[src/hdl/stt_pkg.sv]
// stt_pkg: types, codes and character classes of the source text tokenizer
// no dependencies
`timescale 1ns / 1ps
package stt_pkg;

  localparam int unsigned PosBits = 16;
  localparam int unsigned LenBits = 16;
  localparam int unsigned ValBits = 63;

  localparam logic [PosBits-1:0] PosMax = '1;
  localparam logic [LenBits-1:0] LenMax = '1;
  localparam logic [ValBits-1:0] ValMax = '1;

  localparam logic [4:0] KindIdent   = 5'd0;
  localparam logic [4:0] KindInt     = 5'd1;
  localparam logic [4:0] KindReal    = 5'd2;
  localparam logic [4:0] KindKwBase  = 5'd3;
  localparam logic [4:0] KindOpBase  = 5'd7;
  localparam logic [4:0] KindDblBase = 5'd21;
  localparam logic [4:0] KindEnd     = 5'd29;
  localparam logic [4:0] KindBadChar = 5'd30;
  localparam logic [4:0] KindBadReal = 5'd31;

  typedef enum logic [5:0] {
    ModeIdle    = 6'b000001,
    ModeIdent   = 6'b000010,
    ModeNumber  = 6'b000100,
    ModeOper    = 6'b001000,
    ModeComment = 6'b010000,
    ModeHalted  = 6'b100000
  } mode_e;

  typedef struct packed {
    logic [7:0] ch;
    logic       final_byte;
  } req_t;

  typedef struct packed {
    logic [4:0]  kind;
    logic [15:0] start_line;
    logic [15:0] start_column;
    logic [15:0] token_length;
    logic [62:0] num_value;
    logic        value_overflow;
    logic        last_of_run;
  } tok_t;

  function automatic logic is_alpha(logic [7:0] c);
    return (c >= 8'h61 && c <= 8'h7a) || (c >= 8'h41 && c <= 8'h5a);
  endfunction

  function automatic logic is_digit(logic [7:0] c);
    return c >= 8'h30 && c <= 8'h39;
  endfunction

  function automatic logic is_space(logic [7:0] c);
    return c == 8'h20 || (c >= 8'd9 && c <= 8'd13);
  endfunction

  // single operator index 0..13, 4'hf when none
  function automatic logic [3:0] single_index(logic [7:0] c);
    logic [3:0] r;
    r = 4'hf;
    unique case (c)
      "+": r = 4'd0;
      "-": r = 4'd1;
      "*": r = 4'd2;
      "/": r = 4'd3;
      "=": r = 4'd4;
      "(": r = 4'd5;
      ")": r = 4'd6;
      ",": r = 4'd7;
      ":": r = 4'd8;
      ";": r = 4'd9;
      "{": r = 4'd10;
      "}": r = 4'd11;
      "<": r = 4'd12;
      ">": r = 4'd13;
      default: r = 4'hf;
    endcase
    return r;
  endfunction

  // double operator index 0..7, 4'hf when none
  function automatic logic [3:0] double_index(logic [7:0] a, logic [7:0] b);
    logic [3:0] r;
    r = 4'hf;
    if (a == "+" && b == "+") r = 4'd0;
    if (a == "-" && b == "-") r = 4'd1;
    if (a == "*" && b == "*") r = 4'd2;
    if (a == "=" && b == "=") r = 4'd3;
    if (a == "<" && b == "=") r = 4'd4;
    if (a == ">" && b == "=") r = 4'd5;
    if (a == "!" && b == "=") r = 4'd6;
    if (a == "-" && b == ">") r = 4'd7;
    return r;
  endfunction

  function automatic logic starts_double(logic [7:0] c);
    return c == "+" || c == "-" || c == "*" || c == "=" || c == "<" || c == ">"
        || c == "!";
  endfunction

endpackage

[src/hdl/stt_if.sv]
// stt_if: valid/ready channels for byte requests and tokens
// depends on stt_pkg
`timescale 1ns / 1ps
interface stt_req_if;
  import stt_pkg::*;
  logic valid;
  logic ready;
  req_t data;
  modport source (output valid, output data, input ready);
  modport sink (input valid, input data, output ready);
endinterface

interface stt_tok_if;
  import stt_pkg::*;
  logic valid;
  logic ready;
  tok_t data;
  modport source (output valid, output data, input ready);
  modport sink (input valid, input data, output ready);
endinterface

[src/hdl/source_text_tokenizer.sv]
// source_text_tokenizer: top level, byte request channel in, token channel out
// depends on stt_pkg, stt_if, stt_scan, stt_outq
//
// Usage: one byte of source text per request on req (ch, final_byte). Each
// byte is scanned in the cycle it is accepted; the tokens it completes (zero
// to three) are registered and offered on tok one per cycle while tok is
// ready from the cycle after the byte is accepted, the last one carrying
// last_of_run. A byte that produces at most one token is accepted every
// cycle while tok is ready; a byte that produces more holds the request
// channel until its last token leaves. Bytes with no token pass at full rate.
// A final_byte request flushes the pending token, adds an end token and
// returns the scanner to its start state for the next text.
// Reset clears the scanner to line 1, column 1 and empties the token queue.
// When the receiver stalls, tokens wait in the queue and the next byte is
// accepted only in the cycle the queue drains its last token.
`timescale 1ns / 1ps
module source_text_tokenizer (
  input  logic      clk_i,
  input  logic      rst_ni,
  stt_req_if.sink   req,
  stt_tok_if.source tok
);
  import stt_pkg::*;

  tok_t       scan_tok [3];
  logic [1:0] scan_cnt;
  logic       free, step;

  assign req.ready = free;
  assign step = req.valid && free;

  stt_scan u_scan (
    .clk_i   (clk_i),
    .rst_ni  (rst_ni),
    .step_i  (step),
    .req_i   (req.data),
    .tok_o   (scan_tok),
    .count_o (scan_cnt)
  );

  stt_outq u_outq (
    .clk_i   (clk_i),
    .rst_ni  (rst_ni),
    .load_i  (step),
    .tok_i   (scan_tok),
    .count_i (scan_cnt),
    .ready_i (tok.ready),
    .valid_o (tok.valid),
    .tok_o   (tok.data),
    .free_o  (free)
  );
endmodule

[src/hdl/stt_scan.sv]
// stt_scan: scanner state and combinational next-token logic for one byte
// depends on stt_pkg
`timescale 1ns / 1ps
module stt_scan (
  input  logic            clk_i,
  input  logic            rst_ni,
  input  logic            step_i,
  input  stt_pkg::req_t   req_i,
  output stt_pkg::tok_t   tok_o [3],
  output logic [1:0]      count_o
);
  import stt_pkg::*;

  mode_e            mode_q, mode_d;
  logic [7:0]       held_q, held_d;
  logic [7:0]       word_q [6];
  logic [7:0]       word_d [6];
  logic [LenBits-1:0] run_q, run_d;
  logic [PosBits-1:0] tline_q, tline_d, tcol_q, tcol_d, line_q, line_d, col_q, col_d;
  logic [ValBits-1:0] acc_q, acc_d;
  logic             per_q, per_d;
  logic             sat_q, sat_d;

  logic [7:0]       c;
  logic [3:0]       dv;
  logic [66:0]      acc_x10;
  logic [3:0]       sidx, didx;
  logic [1:0]       n;
  tok_t             t [3];

  function automatic logic [4:0] ident_kind(logic [LenBits-1:0] len, logic [7:0] w [6]);
    logic [4:0] k;
    k = KindIdent;
    if (len == LenBits'(2) && w[0] == "i" && w[1] == "f") k = KindKwBase;
    else if (len == LenBits'(4) && w[0] == "e" && w[1] == "l" && w[2] == "s"
             && w[3] == "e") k = KindKwBase + 5'd1;
    else if (len == LenBits'(4) && w[0] == "f" && w[1] == "u" && w[2] == "n"
             && w[3] == "c") k = KindKwBase + 5'd2;
    else if (len == LenBits'(6) && w[0] == "r" && w[1] == "e" && w[2] == "t"
             && w[3] == "u" && w[4] == "r" && w[5] == "n") k = KindKwBase + 5'd3;
    return k;
  endfunction

  function automatic logic [15:0] clamp_pos(logic [PosBits-1:0] v);
    return (PosBits > 16 && v > PosBits'(16'hffff)) ? 16'hffff : 16'(v);
  endfunction

  function automatic logic [15:0] clamp_len(logic [LenBits-1:0] v);
    return (LenBits > 16 && v > LenBits'(16'hffff)) ? 16'hffff : 16'(v);
  endfunction

  function automatic tok_t mk(logic [4:0] k, logic [PosBits-1:0] l, logic [PosBits-1:0] cl,
                              logic [LenBits-1:0] len, logic [ValBits-1:0] v, logic o);
    tok_t r;
    r.kind = k;
    r.start_line = clamp_pos(l);
    r.start_column = clamp_pos(cl);
    r.token_length = clamp_len(len);
    r.num_value = v;
    r.value_overflow = o;
    r.last_of_run = 1'b0;
    return r;
  endfunction

  assign c = (req_i.ch == 8'd13) ? 8'h20 : req_i.ch;
  assign dv = 4'(c - 8'h30);
  assign acc_x10 = {4'd0, acc_q} * 67'd10 + 67'(dv);
  assign sidx = single_index(c);
  assign didx = double_index(held_q, c);

  always_comb begin
    mode_d = mode_q;
    held_d = held_q;
    word_d = word_q;
    run_d = run_q;
    tline_d = tline_q;
    tcol_d = tcol_q;
    acc_d = acc_q;
    per_d = per_q;
    sat_d = sat_q;
    n = 2'd0;
    for (int i = 0; i < 3; i++) t[i] = mk(KindEnd, line_q, col_q, '0, '0, 1'b0);

    // fresh-start flag: start a new token from c after the mode handling
    begin
      logic fresh;
      fresh = 1'b0;
      unique case (mode_q)
        ModeHalted: ;
        ModeComment: if (c == 8'h0a) mode_d = ModeIdle;
        ModeIdent: begin
          if (is_alpha(c) || is_digit(c) || c == "_") begin
            for (int i = 0; i < 6; i++) if (run_q == LenBits'(i)) word_d[i] = c;
            if (run_q != LenMax) run_d = run_q + 1'b1;
          end else begin
            t[n] = mk(ident_kind(run_q, word_q), tline_q, tcol_q, run_q, '0, 1'b0);
            n = n + 2'd1;
            fresh = 1'b1;
          end
        end
        ModeNumber: begin
          if (is_digit(c)) begin
            if (sat_q || acc_x10 > {4'd0, ValMax}) begin
              acc_d = ValMax;
              sat_d = 1'b1;
            end else begin
              acc_d = acc_x10[ValBits-1:0];
            end
            if (run_q != LenMax) run_d = run_q + 1'b1;
          end else if (c == ".") begin
            if (run_q != LenMax) run_d = run_q + 1'b1;
            per_d = 1'b1;
            if (per_q) begin
              t[n] = mk(KindBadReal, tline_q, tcol_q, run_d, '0, 1'b0);
              n = n + 2'd1;
              mode_d = ModeHalted;
            end
          end else begin
            if (!per_q) t[n] = mk(KindInt, tline_q, tcol_q, run_q, acc_q, sat_q);
            else t[n] = mk(KindReal, tline_q, tcol_q, run_q, '0, 1'b0);
            n = n + 2'd1;
            fresh = 1'b1;
          end
        end
        ModeOper: begin
          if (didx != 4'hf) begin
            t[n] = mk(KindDblBase + 5'(didx), tline_q, tcol_q, LenBits'(2), '0, 1'b0);
            n = n + 2'd1;
            mode_d = ModeIdle;
          end else if (held_q == "/" && c == "/") begin
            mode_d = ModeComment;
          end else if (single_index(held_q) != 4'hf) begin
            t[n] = mk(KindOpBase + 5'(single_index(held_q)), tline_q, tcol_q,
                      LenBits'(1), '0, 1'b0);
            n = n + 2'd1;
            fresh = 1'b1;
          end else begin
            t[n] = mk(KindBadChar, tline_q, tcol_q, LenBits'(1), '0, 1'b0);
            n = n + 2'd1;
            mode_d = ModeHalted;
          end
        end
        default: fresh = 1'b1;
      endcase

      if (fresh) begin
        mode_d = ModeIdle;
        if (c == 8'd0) begin
          mode_d = ModeHalted;
        end else if (!is_space(c)) begin
          tline_d = line_q;
          tcol_d = col_q;
          if (is_alpha(c)) begin
            mode_d = ModeIdent;
            run_d = LenBits'(1);
            word_d[0] = c;
          end else if (is_digit(c)) begin
            mode_d = ModeNumber;
            run_d = LenBits'(1);
            acc_d = ValBits'(dv);
            per_d = 1'b0;
            sat_d = 1'b0;
          end else if (c == "/" || starts_double(c)) begin
            mode_d = ModeOper;
            held_d = c;
          end else if (sidx != 4'hf) begin
            t[n] = mk(KindOpBase + 5'(sidx), line_q, col_q, LenBits'(1), '0, 1'b0);
            n = n + 2'd1;
          end else begin
            t[n] = mk(KindBadChar, line_q, col_q, LenBits'(1), '0, 1'b0);
            n = n + 2'd1;
            mode_d = ModeHalted;
          end
        end
      end
    end

    if (c == 8'h0a) begin
      line_d = (line_q != PosMax) ? line_q + 1'b1 : line_q;
      col_d = PosBits'(1);
    end else begin
      line_d = line_q;
      col_d = (col_q != PosMax) ? col_q + 1'b1 : col_q;
    end

    if (req_i.final_byte) begin
      unique case (mode_d)
        ModeIdent: begin
          t[n] = mk(ident_kind(run_d, word_d), tline_d, tcol_d, run_d, '0, 1'b0);
          n = n + 2'd1;
        end
        ModeNumber: begin
          if (!per_d) t[n] = mk(KindInt, tline_d, tcol_d, run_d, acc_d, sat_d);
          else t[n] = mk(KindReal, tline_d, tcol_d, run_d, '0, 1'b0);
          n = n + 2'd1;
        end
        ModeOper: begin
          if (single_index(held_d) != 4'hf)
            t[n] = mk(KindOpBase + 5'(single_index(held_d)), tline_d, tcol_d,
                      LenBits'(1), '0, 1'b0);
          else t[n] = mk(KindBadChar, tline_d, tcol_d, LenBits'(1), '0, 1'b0);
          n = n + 2'd1;
        end
        default: ;
      endcase
      t[n] = mk(KindEnd, line_d, col_d, '0, '0, 1'b0);
      n = n + 2'd1;
    end
    if (n != 2'd0) t[n - 2'd1].last_of_run = 1'b1;
  end

  assign tok_o = t;
  assign count_o = n;

  always_ff @(posedge clk_i or negedge rst_ni) begin
    if (!rst_ni) begin
      mode_q <= ModeIdle;
      held_q <= '0;
      run_q <= '0;
      tline_q <= PosBits'(1);
      tcol_q <= PosBits'(1);
      line_q <= PosBits'(1);
      col_q <= PosBits'(1);
      acc_q <= '0;
      per_q <= 1'b0;
      sat_q <= 1'b0;
    end else if (step_i) begin
      if (req_i.final_byte) begin
        mode_q <= ModeIdle;
        held_q <= '0;
        run_q <= '0;
        tline_q <= PosBits'(1);
        tcol_q <= PosBits'(1);
        line_q <= PosBits'(1);
        col_q <= PosBits'(1);
        acc_q <= '0;
        per_q <= 1'b0;
        sat_q <= 1'b0;
      end else begin
        mode_q <= mode_d;
        held_q <= held_d;
        run_q <= run_d;
        tline_q <= tline_d;
        tcol_q <= tcol_d;
        line_q <= line_d;
        col_q <= col_d;
        acc_q <= acc_d;
        per_q <= per_d;
        sat_q <= sat_d;
      end
    end
  end

  always_ff @(posedge clk_i) begin
    if (step_i) word_q <= word_d;
  end

  a_sat_max: assert property (@(posedge clk_i) disable iff (!rst_ni)
    sat_q |-> acc_q == ValMax) else $error("saturated accumulator below max");
  a_col_pos: assert property (@(posedge clk_i) disable iff (!rst_ni)
    col_q != '0 && line_q != '0) else $error("position counter at zero");
  a_fin_end: assert property (@(posedge clk_i) disable iff (!rst_ni)
    step_i && req_i.final_byte |-> count_o != 2'd0) else $error("final byte without end");
endmodule

[src/hdl/stt_outq.sv]
// stt_outq: holds up to three tokens of one byte and hands them out in order
// depends on stt_pkg
`timescale 1ns / 1ps
module stt_outq (
  input  logic          clk_i,
  input  logic          rst_ni,
  input  logic          load_i,
  input  stt_pkg::tok_t tok_i [3],
  input  logic [1:0]    count_i,
  input  logic          ready_i,
  output logic          valid_o,
  output stt_pkg::tok_t tok_o,
  output logic          free_o
);
  import stt_pkg::*;

  tok_t       buf_q [3];
  logic [1:0] rd_q, cnt_q;
  logic       pop;

  assign valid_o = cnt_q != 2'd0;
  assign tok_o = buf_q[rd_q];
  assign pop = valid_o && ready_i;
  // free when empty or the last entry is leaving now
  assign free_o = (cnt_q == 2'd0) || (pop && cnt_q == rd_q + 2'd1);

  always_ff @(posedge clk_i or negedge rst_ni) begin
    if (!rst_ni) begin
      rd_q <= '0;
      cnt_q <= '0;
    end else if (load_i) begin
      rd_q <= '0;
      cnt_q <= count_i;
    end else if (pop) begin
      if (cnt_q == rd_q + 2'd1) begin
        rd_q <= '0;
        cnt_q <= '0;
      end else begin
        rd_q <= rd_q + 2'd1;
      end
    end
  end

  always_ff @(posedge clk_i) begin
    if (load_i) buf_q <= tok_i;
  end

  a_load_free: assert property (@(posedge clk_i) disable iff (!rst_ni)
    load_i |-> free_o) else $error("load into busy queue");
  a_rd_bound: assert property (@(posedge clk_i) disable iff (!rst_ni)
    valid_o |-> rd_q < cnt_q) else $error("read pointer past count");
  a_last_flag: assert property (@(posedge clk_i) disable iff (!rst_ni)
    valid_o && cnt_q == rd_q + 2'd1 |-> tok_o.last_of_run) else $error("last flag missing");
endmodule

[src/flat_wrapper.sv]
// flat-port wrapper written by rule: the top's interface ports become plain ports
module source_text_tokenizer_flat import stt_pkg::*;
  (clk_i, rst_ni, req_valid, req_data, req_ready, tok_valid, tok_data, tok_ready);
  stt_req_if req_i ();
  stt_tok_if tok_i ();
  input  logic clk_i;
  input  logic rst_ni;
  input wire logic [$bits(req_i.valid)-1:0] req_valid;
  input wire logic [$bits(req_i.data)-1:0] req_data;
  output wire logic [$bits(req_i.ready)-1:0] req_ready;
  output wire logic [$bits(tok_i.valid)-1:0] tok_valid;
  output wire logic [$bits(tok_i.data)-1:0] tok_data;
  input wire logic [$bits(tok_i.ready)-1:0] tok_ready;
  assign req_i.valid = req_valid;
  assign req_i.data = req_data;
  assign req_ready = req_i.ready;
  assign tok_valid = tok_i.valid;
  assign tok_data = tok_i.data;
  assign tok_i.ready = tok_ready;
  source_text_tokenizer u_core (.clk_i(clk_i), .rst_ni(rst_ni), .req(req_i), .tok(tok_i));
endmodule
[config.mk]
export PLATFORM = sky130hd
export DESIGN_NAME = source_text_tokenizer_flat
export DESIGN_NICKNAME = d
export VERILOG_FILES = /design/src/hdl/stt_pkg.sv /design/src/hdl/stt_if.sv /design/src/hdl/source_text_tokenizer.sv /design/src/hdl/stt_scan.sv /design/src/hdl/stt_outq.sv /design/src/flat_wrapper.sv
export SDC_FILE = /design/constraint.sdc
export NUM_CORES = 2
export LEC_CHECK = 0
export BUFFER_PORTS_ARGS = -buffer_cell sky130_fd_sc_hd__clkbuf_2
export CAP_MARGIN = 15
export CELL_PAD_IN_SITES_DETAIL_PLACEMENT = 2
export CELL_PAD_IN_SITES_GLOBAL_PLACEMENT = 2
export CORE_MARGIN = 10
export CORE_UTILIZATION = 35
export DETAILED_ROUTE_END_ITERATION = 8
export GPL_TIMING_DRIVEN = 0
export MAX_ROUTING_LAYER = met4
export PLACE_DENSITY = 0.78
export SYNTH_ARGS = -nofsm -noshare
export SYNTH_HDL_FRONTEND = slang
export SYNTH_HIERARCHICAL = 1
export SYNTH_SLANG_ARGS = --single-unit
[constraint.sdc]
create_clock -name clk_i -period 20.6 [get_ports clk_i]
set_input_delay 3.09 -clock clk_i [delete_from_list [all_inputs] [get_ports clk_i]]
set_output_delay 3.09 -clock clk_i [all_outputs]
set_load 0.005 [all_outputs]
=== Yosys cells after proc, flatten, opt, wreduce, memory -nomap -nowiden ===
Cells that the tools add are included.

* Register bits after elaboration: 565
* Input port bits: 13
* Output and inout bits: 120

* Add/subtract/negate cells: 14
* Multipliers: 1
* Order comparisons: 18
* Equal/unequal tests: 106
* Multiplexer cells: 192
* Bitwise operators: 5
* Reduce and logical (&&, ||, !) cells: 75

{| class="wikitable"
|+ Operators with widths
! cell !! number
|-
| two-way mux 354 bit || 12
|-
| bitwise mux 354 bit || 9
|-
| two-way mux 118 bit || 11
|-
| one-hot mux 354 bit (3 select lines) || 1
|-
| demux 118 bit (select 2 bit) || 4
|-
| two-way mux 63 bit || 9
|-
| two-way mux 16 bit || 24
|-
| one-hot mux 118 bit (3 select lines) || 1
|-
| == test 8 x 6 -> 1 bit (second input constant) || 40
|-
| == test 8 x 7 -> 1 bit (second input constant) || 39
|-
| binary-select mux 118 bit (select 2 bit) || 1
|-
| two-way mux 115 bit || 2
|-
| one-hot mux 4 bit (14 select lines) || 3
|-
| two-way mux 8 bit || 18
|-
| two-way mux 48 bit || 2
|-
| two-way mux 6 bit || 15
|-
| == test 16 x 3 -> 1 bit (second input constant) || 5
|-
| two-way mux 4 bit || 20
|-
| adder 67 x 4 -> 67 bit || 1
|-
| greater-than comparator 67 x 63 -> 1 bit (second input constant) || 1
|-
| multiplier 63 x 3 -> 66 bit (second input constant) || 1
|-
| logical AND 1 bit || 52
|-
| adder 16 x 1 -> 16 bit (second input constant) || 3
|-
| == test 16 x 2 -> 1 bit (second input constant) || 3
|-
| other kinds (40) || 134
|}

=== Longest topological paths before layout ===
* Word-level depth: 41
* Gate-level depth with buffers: 30
* Depth with buffers taken out: 25

=== Modules after synthesis ===
Netlist, hierarchy kept.

{| class="wikitable"
|+ By module, submodules not included
! module !! instances !! cells each !! area an instance (µm²) !! seq. area each (µm²)
|-
| stt_scan || 1 || 3,533 || 24,447.2 || 5,426.5
|-
| stt_outq || 1 || 780 || 13,472.9 || 10,730.3
|-
| source_text_tokenizer || 1 || 1 || 6.3 || 0.0
|}

=== Worst setup path before layout ===
OpenSTA, ideal clock, no wires.

* Path kind: input -> register
* From: input port tok_ready
* To: register u_core.u_scan.tcol_q[14]
* Setup time: 0.083 ns
* Data arrival time: 13.772 ns
* Data required time: 20.517 ns
* Slack: 6.745 ns
* Stages: 8
* Buffers on the path: 3
* Path through: o2bb2ai_1 and2_1 clkbuf_1 nor2b_1 clkbuf_1 clkbuf_1 nand2_1 o21ai_0

* Cells in the longest elaborated chain, start to end: 4

{| class="wikitable"
|+ Ends and longest elaborated chain
! element !! line !! source
|-
| start, declared || flat_wrapper.sv:13 || <nowiki>input wire logic [$bits(tok_i.ready)-1:0] tok_ready;</nowiki>
|-
| logical AND 1 bit || stt_outq.sv:23 || <nowiki>assign pop = valid_o && ready_i;</nowiki>
|-
| logical AND 1 bit || stt_outq.sv:25 || <nowiki>assign free_o = (cnt_q == 2'd0) || (pop && cnt_q == rd_q + 2'd1);</nowiki>
|-
| logical OR 1 bit || stt_outq.sv:25 ||
|-
| logical AND 1 bit || source_text_tokenizer.sv:30 || <nowiki>assign step = req.valid && free;</nowiki>
|-
| via u_core.step || source_text_tokenizer.sv:27 || <nowiki>logic free, step;</nowiki>
|-
| end signal, assigned || stt_scan.sv:221 || <nowiki>tcol_q <= PosBits'(1);</nowiki>
|-
| end signal, assigned || stt_scan.sv:233 || <nowiki>tcol_q <= PosBits'(1);</nowiki>
|-
| end signal, assigned || stt_scan.sv:244 || <nowiki>tcol_q <= tcol_d;</nowiki>
|-
| end, declared || stt_scan.sv:19 || <nowiki>logic [PosBits-1:0] tline_q, tline_d, tcol_q, tcol_d, line_q, line_d, col_q, col_d;</nowiki>
|}

The timed path passes the listed nets, and every way through them passes these cells.
A chain may end at the register's enable or synchronous reset.

==> tab_implementation.tex <==
\begin{tabular}{lr}
\hline
Metric & Value \\
\hline
\multicolumn{2}{l}{\textbf{Status}} \\
\quad Outcome & complete, no violations \\
\multicolumn{2}{l}{\textbf{Yosys}} \\
\quad Top-area cell type share of the netlist area & approximately a third \\
\quad Biggest area contributors in the synthesized netlist & sky130\_fd\_sc\_hd\_\_edfxtp\_1 (32\%), sky130\_fd\_sc\_hd\_\_dfrtp\_1 (10\%), sky130\_fd\_sc\_hd\_\_nand2\_1 (5.3\%) \\
\quad Cells after synthesis & approximately 4300 \\
\quad Post-synthesis net count & roughly 4500 \\
\quad Count of unique library cells instantiated by Yosys & 104 \\
\quad Mean instance size in the synthesized netlist & 8.79 um\^{}2 \\
\quad Library cell occupying the most area in the post-synthesis netlist & sky130\_fd\_sc\_hd\_\_edfxtp\_1 \\
\quad Fraction of registers with async set or reset after synthesis & 28.8\% \\
\quad Number of synthesized flops with an enable pin & 402 \\
\quad Number of warnings reported in the yosys synthesis log & 6 \\
\quad Primary FF master, synth & sky130\_fd\_sc\_hd\_\_edfxtp\_1 \\
\quad Part of the Yosys area used for sequential elements & 42.6\% \\
\quad Synthesized area & 37900 um\^{}2 \\
\quad Number of flip-flops and latches in the synthesized netlist & 565 \\
\multicolumn{2}{l}{\textbf{Timing}} \\
\quad Worst setup margin & $\sim$9 ns \\
\quad Finish-stage setup viols & 0 \\
\quad Fraction of the cycle the final worst path needs & 56.2\% \\
\quad Max transition margin & 10.1\% \\
\quad Maximum clock frequency & between 80 and 90 MHz \\
\quad Slew @ Worst Pin & 1.34 ns \\
\quad Final Critical Period & 11.57 ns \\
\quad Setup TNS after final layout & 0 ns \\
\quad Final Max Slew Viols & 0 \\
\quad Final Hold Violating Endpoints & 0 \\
\quad Unrepaired setup endpoints after global routing & no \\
\quad Post-Route Skew & 0.0297 ns \\
\multicolumn{2}{l}{\textbf{Detailed routing}} \\
\quad Count of nets left with antenna violations after detail routing & 0 \\
\quad 1st-iter DRT viols & 2983 \\
\quad Vias after detailed routing & $\sim$36000 \\
\quad Count of unresolved DRC violations after routing & 0 \\
\quad Detailed Route WL & roughly 170000 um \\
\quad 1st-pass router iterations & 5 \\
\quad Vias per cell & between 6 and 7 \\
\quad Routed length per instance & 28.1 um \\
\multicolumn{2}{l}{\textbf{Placement}} \\
\quad Count of input and output buffers & between 100 and 150 \\
\quad Placed cells & 5862 \\
\quad Worst Setup Slack post-DPL & about 8.5 ns \\
\quad Post-DP HPWL & between 100000 and 150000 um \\
\quad Weighted congestion at the end of routability-driven global placement & 0.929 \\
\multicolumn{2}{l}{\textbf{Power and ir drop}} \\
\quad Internal power of the cells & approximately 0.0027 W \\
\quad Power share of the sequential group & 35.7\% \\
\quad Total net switching power & 0.00168 W \\
\quad Pwr Total & 0.00441 W \\
\quad Areal power density over the cells & 102 nW/um\^{}2 \\
\quad Static Leak & roughly 16 nW \\
\quad Switch share & 38.2\% \\
\quad Fraction of power consumed by combinational cells & 34.4\% \\
\quad Share of power burned in the clock network & 29.9\% \\
\quad Largest vdd supply drop & 66.4 uV \\
\multicolumn{2}{l}{\textbf{Clocking}} \\
\quad Clock tree from TritonCTS & yes \\
\quad Clock latency reported for the late side of the worst-skew pair & 0.67 ns \\
\quad Number of hold-repair buffers added at the cts stage & 0 \\
\quad Root buffer selected by CTS & sky130\_fd\_sc\_hd\_\_clkbuf\_16 \\
\quad CTS buffer count & 69 \\
\quad Maximum root-to-sink buffer count & 3 \\
\quad Sink Count & 565 \\
\quad Number of buffers added for setup after CTS & 0 \\
\quad Gates resized, CTS repair & 0 \\
\quad H-tree depth reported by CTS & 3 \\
\quad Post-CTS clock slew at the launch and capture registers of the worst setup and hold paths & 0.06 ns \\
\multicolumn{2}{l}{\textbf{Global route}} \\
\quad GRT Total Usage & about 28\% \\
\quad Largest net degree at the start of global routing & between 70 and 80 \\
\quad Initial antenna violation count & 3 \\
\quad Via count of the first global-routing pass & about 39000 \\
\quad Wire length of the first global-routing pass & about 250000 um \\
\quad Global-route congestion overflow total & 0 \\
\multicolumn{2}{l}{\textbf{Setup path}} \\
\quad Required time worst endpoint & 20.95 ns \\
\quad Crit path kind & input pin to register \\
\quad Sort of element at the start of the critical path & input pin \\
\quad Critical Path Fanout Max & 10 \\
\quad Worst setup EP type & register \\
\quad Cells on worst reg2reg path & 30 \\
\quad Signal arrival time at the worst endpoint & 11.93 ns \\
\multicolumn{2}{l}{\textbf{Worst hold path}} \\
\quad Path type of the worst min-delay path & register to register \\
\quad Hold-critical path depth & 2 \\
\multicolumn{2}{l}{\textbf{Die}} \\
\quad Die H & 349 um \\
\quad Starting Density & 35.3\% \\
\quad Number of primary I/O pins & 133 \\
\quad Area of the core & between 100000 and 150000 um\^{}2 \\
\quad Number of core rows & 120 \\
\quad Full die area & 122000 um\^{}2 \\
\quad Die X-Extent & 349 um \\
\multicolumn{2}{l}{\textbf{Finish}} \\
\quad Fraction of layout instances using a drive strength above 1 & 9.48\% \\
\quad Post-layout instance count excluding filler cells & 5993 \\
\quad Register area & 16200 um\^{}2 \\
\quad Area taken by multi-input logic gates & 20000 um\^{}2 \\
\quad \# nets final & 4690 \\
\quad Final core utilization & 40.1\% \\
\quad P\&R area growth vs syn & 13.5\% \\
\quad Fill count & 11981 \\
\multicolumn{2}{l}{\textbf{Flow run}} \\
\quad Max capacitance violation total & 0 \\
\hline
\end{tabular}
-- sequential cells by signal, summed over array words and instances (netlist names) --
signal                 cells
u_core/u_scan/line_q      16
u_core/u_scan/col_q       16
u_core/u_outq/cnt_q        2
u_core/u_scan/sat_q        1
u_core/u_scan/per_q        1
u_core/u_scan/held_q       8
u_core/u_scan/mode_q       6
u_core/u_scan/tcol_q      16
u_core/u_scan/acc_q       63
u_core/u_scan/word_q      48
u_core/u_scan/run_q       16
u_core/u_scan/tline_q     16
u_core/u_outq/buf_q      354
u_core/u_outq/rd_q         2
-- layout by cell type (no fill, tap or decap), drive strengths merged, types with 13 or more instances in the layout --
cell type,Yosys,layout
a2bb2oi,22,22
or3,22,22
xnor2,110,110
xor2,44,44
mux2,25,25
edfxtp,402,402
nand2,546,546
mux2i,140,140
o21ai,438,438
and2,47,47
nor3,160,160
o211ai,15,15
nand4,57,57
o31ai,14,14
o21a,19,19
nor3b,14,14
nor2b,18,18
a21oi,294,294
clkbuf,229,447
and3,22,22
buf,67,83
nor4,39,39
nand3b,13,13
ha,145,145
nor2,488,488
nand3,78,78
o22ai,141,141
inv,135,138
dfrtp,158,158
a211oi,35,35
a21o,37,37
or2,30,30
nand2b,43,43
a31oi,34,34
o21bai,14,14
clkinv,2,25
a22oi,15,15
-- layer usage --
layer | track usage (%) | vias to the layer above | share of wire [%]
met2 | 46.7 | 1019 | 49
met3 | 3.68 | 330 | 4.8
li1 | - | 16166 | -
met4 | 9.97 | 0 | 3.9
met5 | - | - | 0
met1 | 34.0 | 18902 | 42
-- cells in the mapped netlist (all sizes together) (78+ instances only) --
| master | instances |
|---|---|
| o21ai | 438 |
| nor3 | 160 |
| nand3 | 78 |
| dfrtp | 158 |
| a21oi | 294 |
| edfxtp | 402 |
| inv | 135 |
| o22ai | 141 |
| nand2 | 546 |
| xnor2 | 110 |
| mux2i | 140 |
| clkbuf | 229 |
| ha | 145 |
| nor2 | 488 |
-- area by class of cell --
type | count | area share (%)
Clock buffer | 89 | 4.38
Antenna cell | 3 | 0.0174
Sequential cell | 565 | 37.5
Multi-Input combinational cell | 3316 | 46.4
Clock inverter | 39 | 1.18
Inverter | 137 | 1.19
Buffer | 296 | 2.99
Tap cell | 1403 | 4.08
Timing Repair Buffer | 145 | 2.20
-- kinds of logic after synthesis --
logic type | count (synthesis) | synth area share [%]
compound gates | 1214 | 19.5
xor+xnor | 155 | 3.62
fa+ha+maj | 147 | 4.89
buf+inv | 433 | 4.75
flops | 565 | 42.6
mux | 165 | 4.44
simple gates | 1635 | 20.2
-- metrics by stage --
stage | area (um^2) | hold slack, ns
floorplan | 37900 | 0.488
global placement | 40300 | 0.502
detailed placement | 40700 | 0.518
CTS | 43000 | 0.526
global route | 43100 | 0.532
finish | 43100 | 0.529
-- critical path, cell delays in order --
cell and delay, ns:
sky130_fd_sc_hd__clkbuf_1 0.22, sky130_fd_sc_hd__nor3_1 0.86, sky130_fd_sc_hd__nand4_1 0.43, sky130_fd_sc_hd__nand2_1 0.35, sky130_fd_sc_hd__a22oi_1 0.17, sky130_fd_sc_hd__nor3_1 0.71
sky130_fd_sc_hd__nand2_1 0.20, sky130_fd_sc_hd__clkbuf_1 0.31, sky130_fd_sc_hd__nand3_1 0.25, sky130_fd_sc_hd__clkbuf_1 0.63, sky130_fd_sc_hd__nor2_1 0.33, sky130_fd_sc_hd__mux2i_1 0.55
sky130_fd_sc_hd__inv_1 0.10, sky130_fd_sc_hd__ha_1 0.30, sky130_fd_sc_hd__nor2_1 0.14, sky130_fd_sc_hd__a21oi_1 0.11, sky130_fd_sc_hd__inv_1 0.12, sky130_fd_sc_hd__ha_1 0.28
sky130_fd_sc_hd__nand3b_1 0.65, sky130_fd_sc_hd__nor2_1 0.24, sky130_fd_sc_hd__nand2_1 0.26, sky130_fd_sc_hd__clkbuf_1 0.93, sky130_fd_sc_hd__clkbuf_1 0.54, sky130_fd_sc_hd__nor2_1 0.14
-- worst paths after layout --
path | from | to | slack, ns
setup / recovery | req_data[5] | u_core/u_outq/buf_q[54] | 9.03
hold / removal | u_core/u_scan/tcol_q[0] | u_core/u_scan/tcol_q[0] | 0.53
setup reg to reg | u_core/u_scan/held_q[0] | u_core/u_outq/buf_q[54] | 10.84
hold reg to reg | u_core/u_scan/tcol_q[0] | u_core/u_scan/tcol_q[0] | 0.53
max in group asynchronous | rst_ni | u_core/u_scan/run_q[5] | 17.05
min in group asynchronous | rst_ni | u_core/u_scan/acc_q[56] | 2.38
-- power groups by stage --
stage                     sequential [W]  clock, W  combinational [W]
after detailed placement         0.00159         0            0.00150
after floorplan                  0.00165         0           0.000797
final                            0.00157   0.00132            0.00152
after CTS                        0.00157   0.00134            0.00151
after global placement           0.00171         0            0.00143
after global routing             0.00159   0.00139            0.00161
No activity file was read; power rests on OpenSTA's default activity.
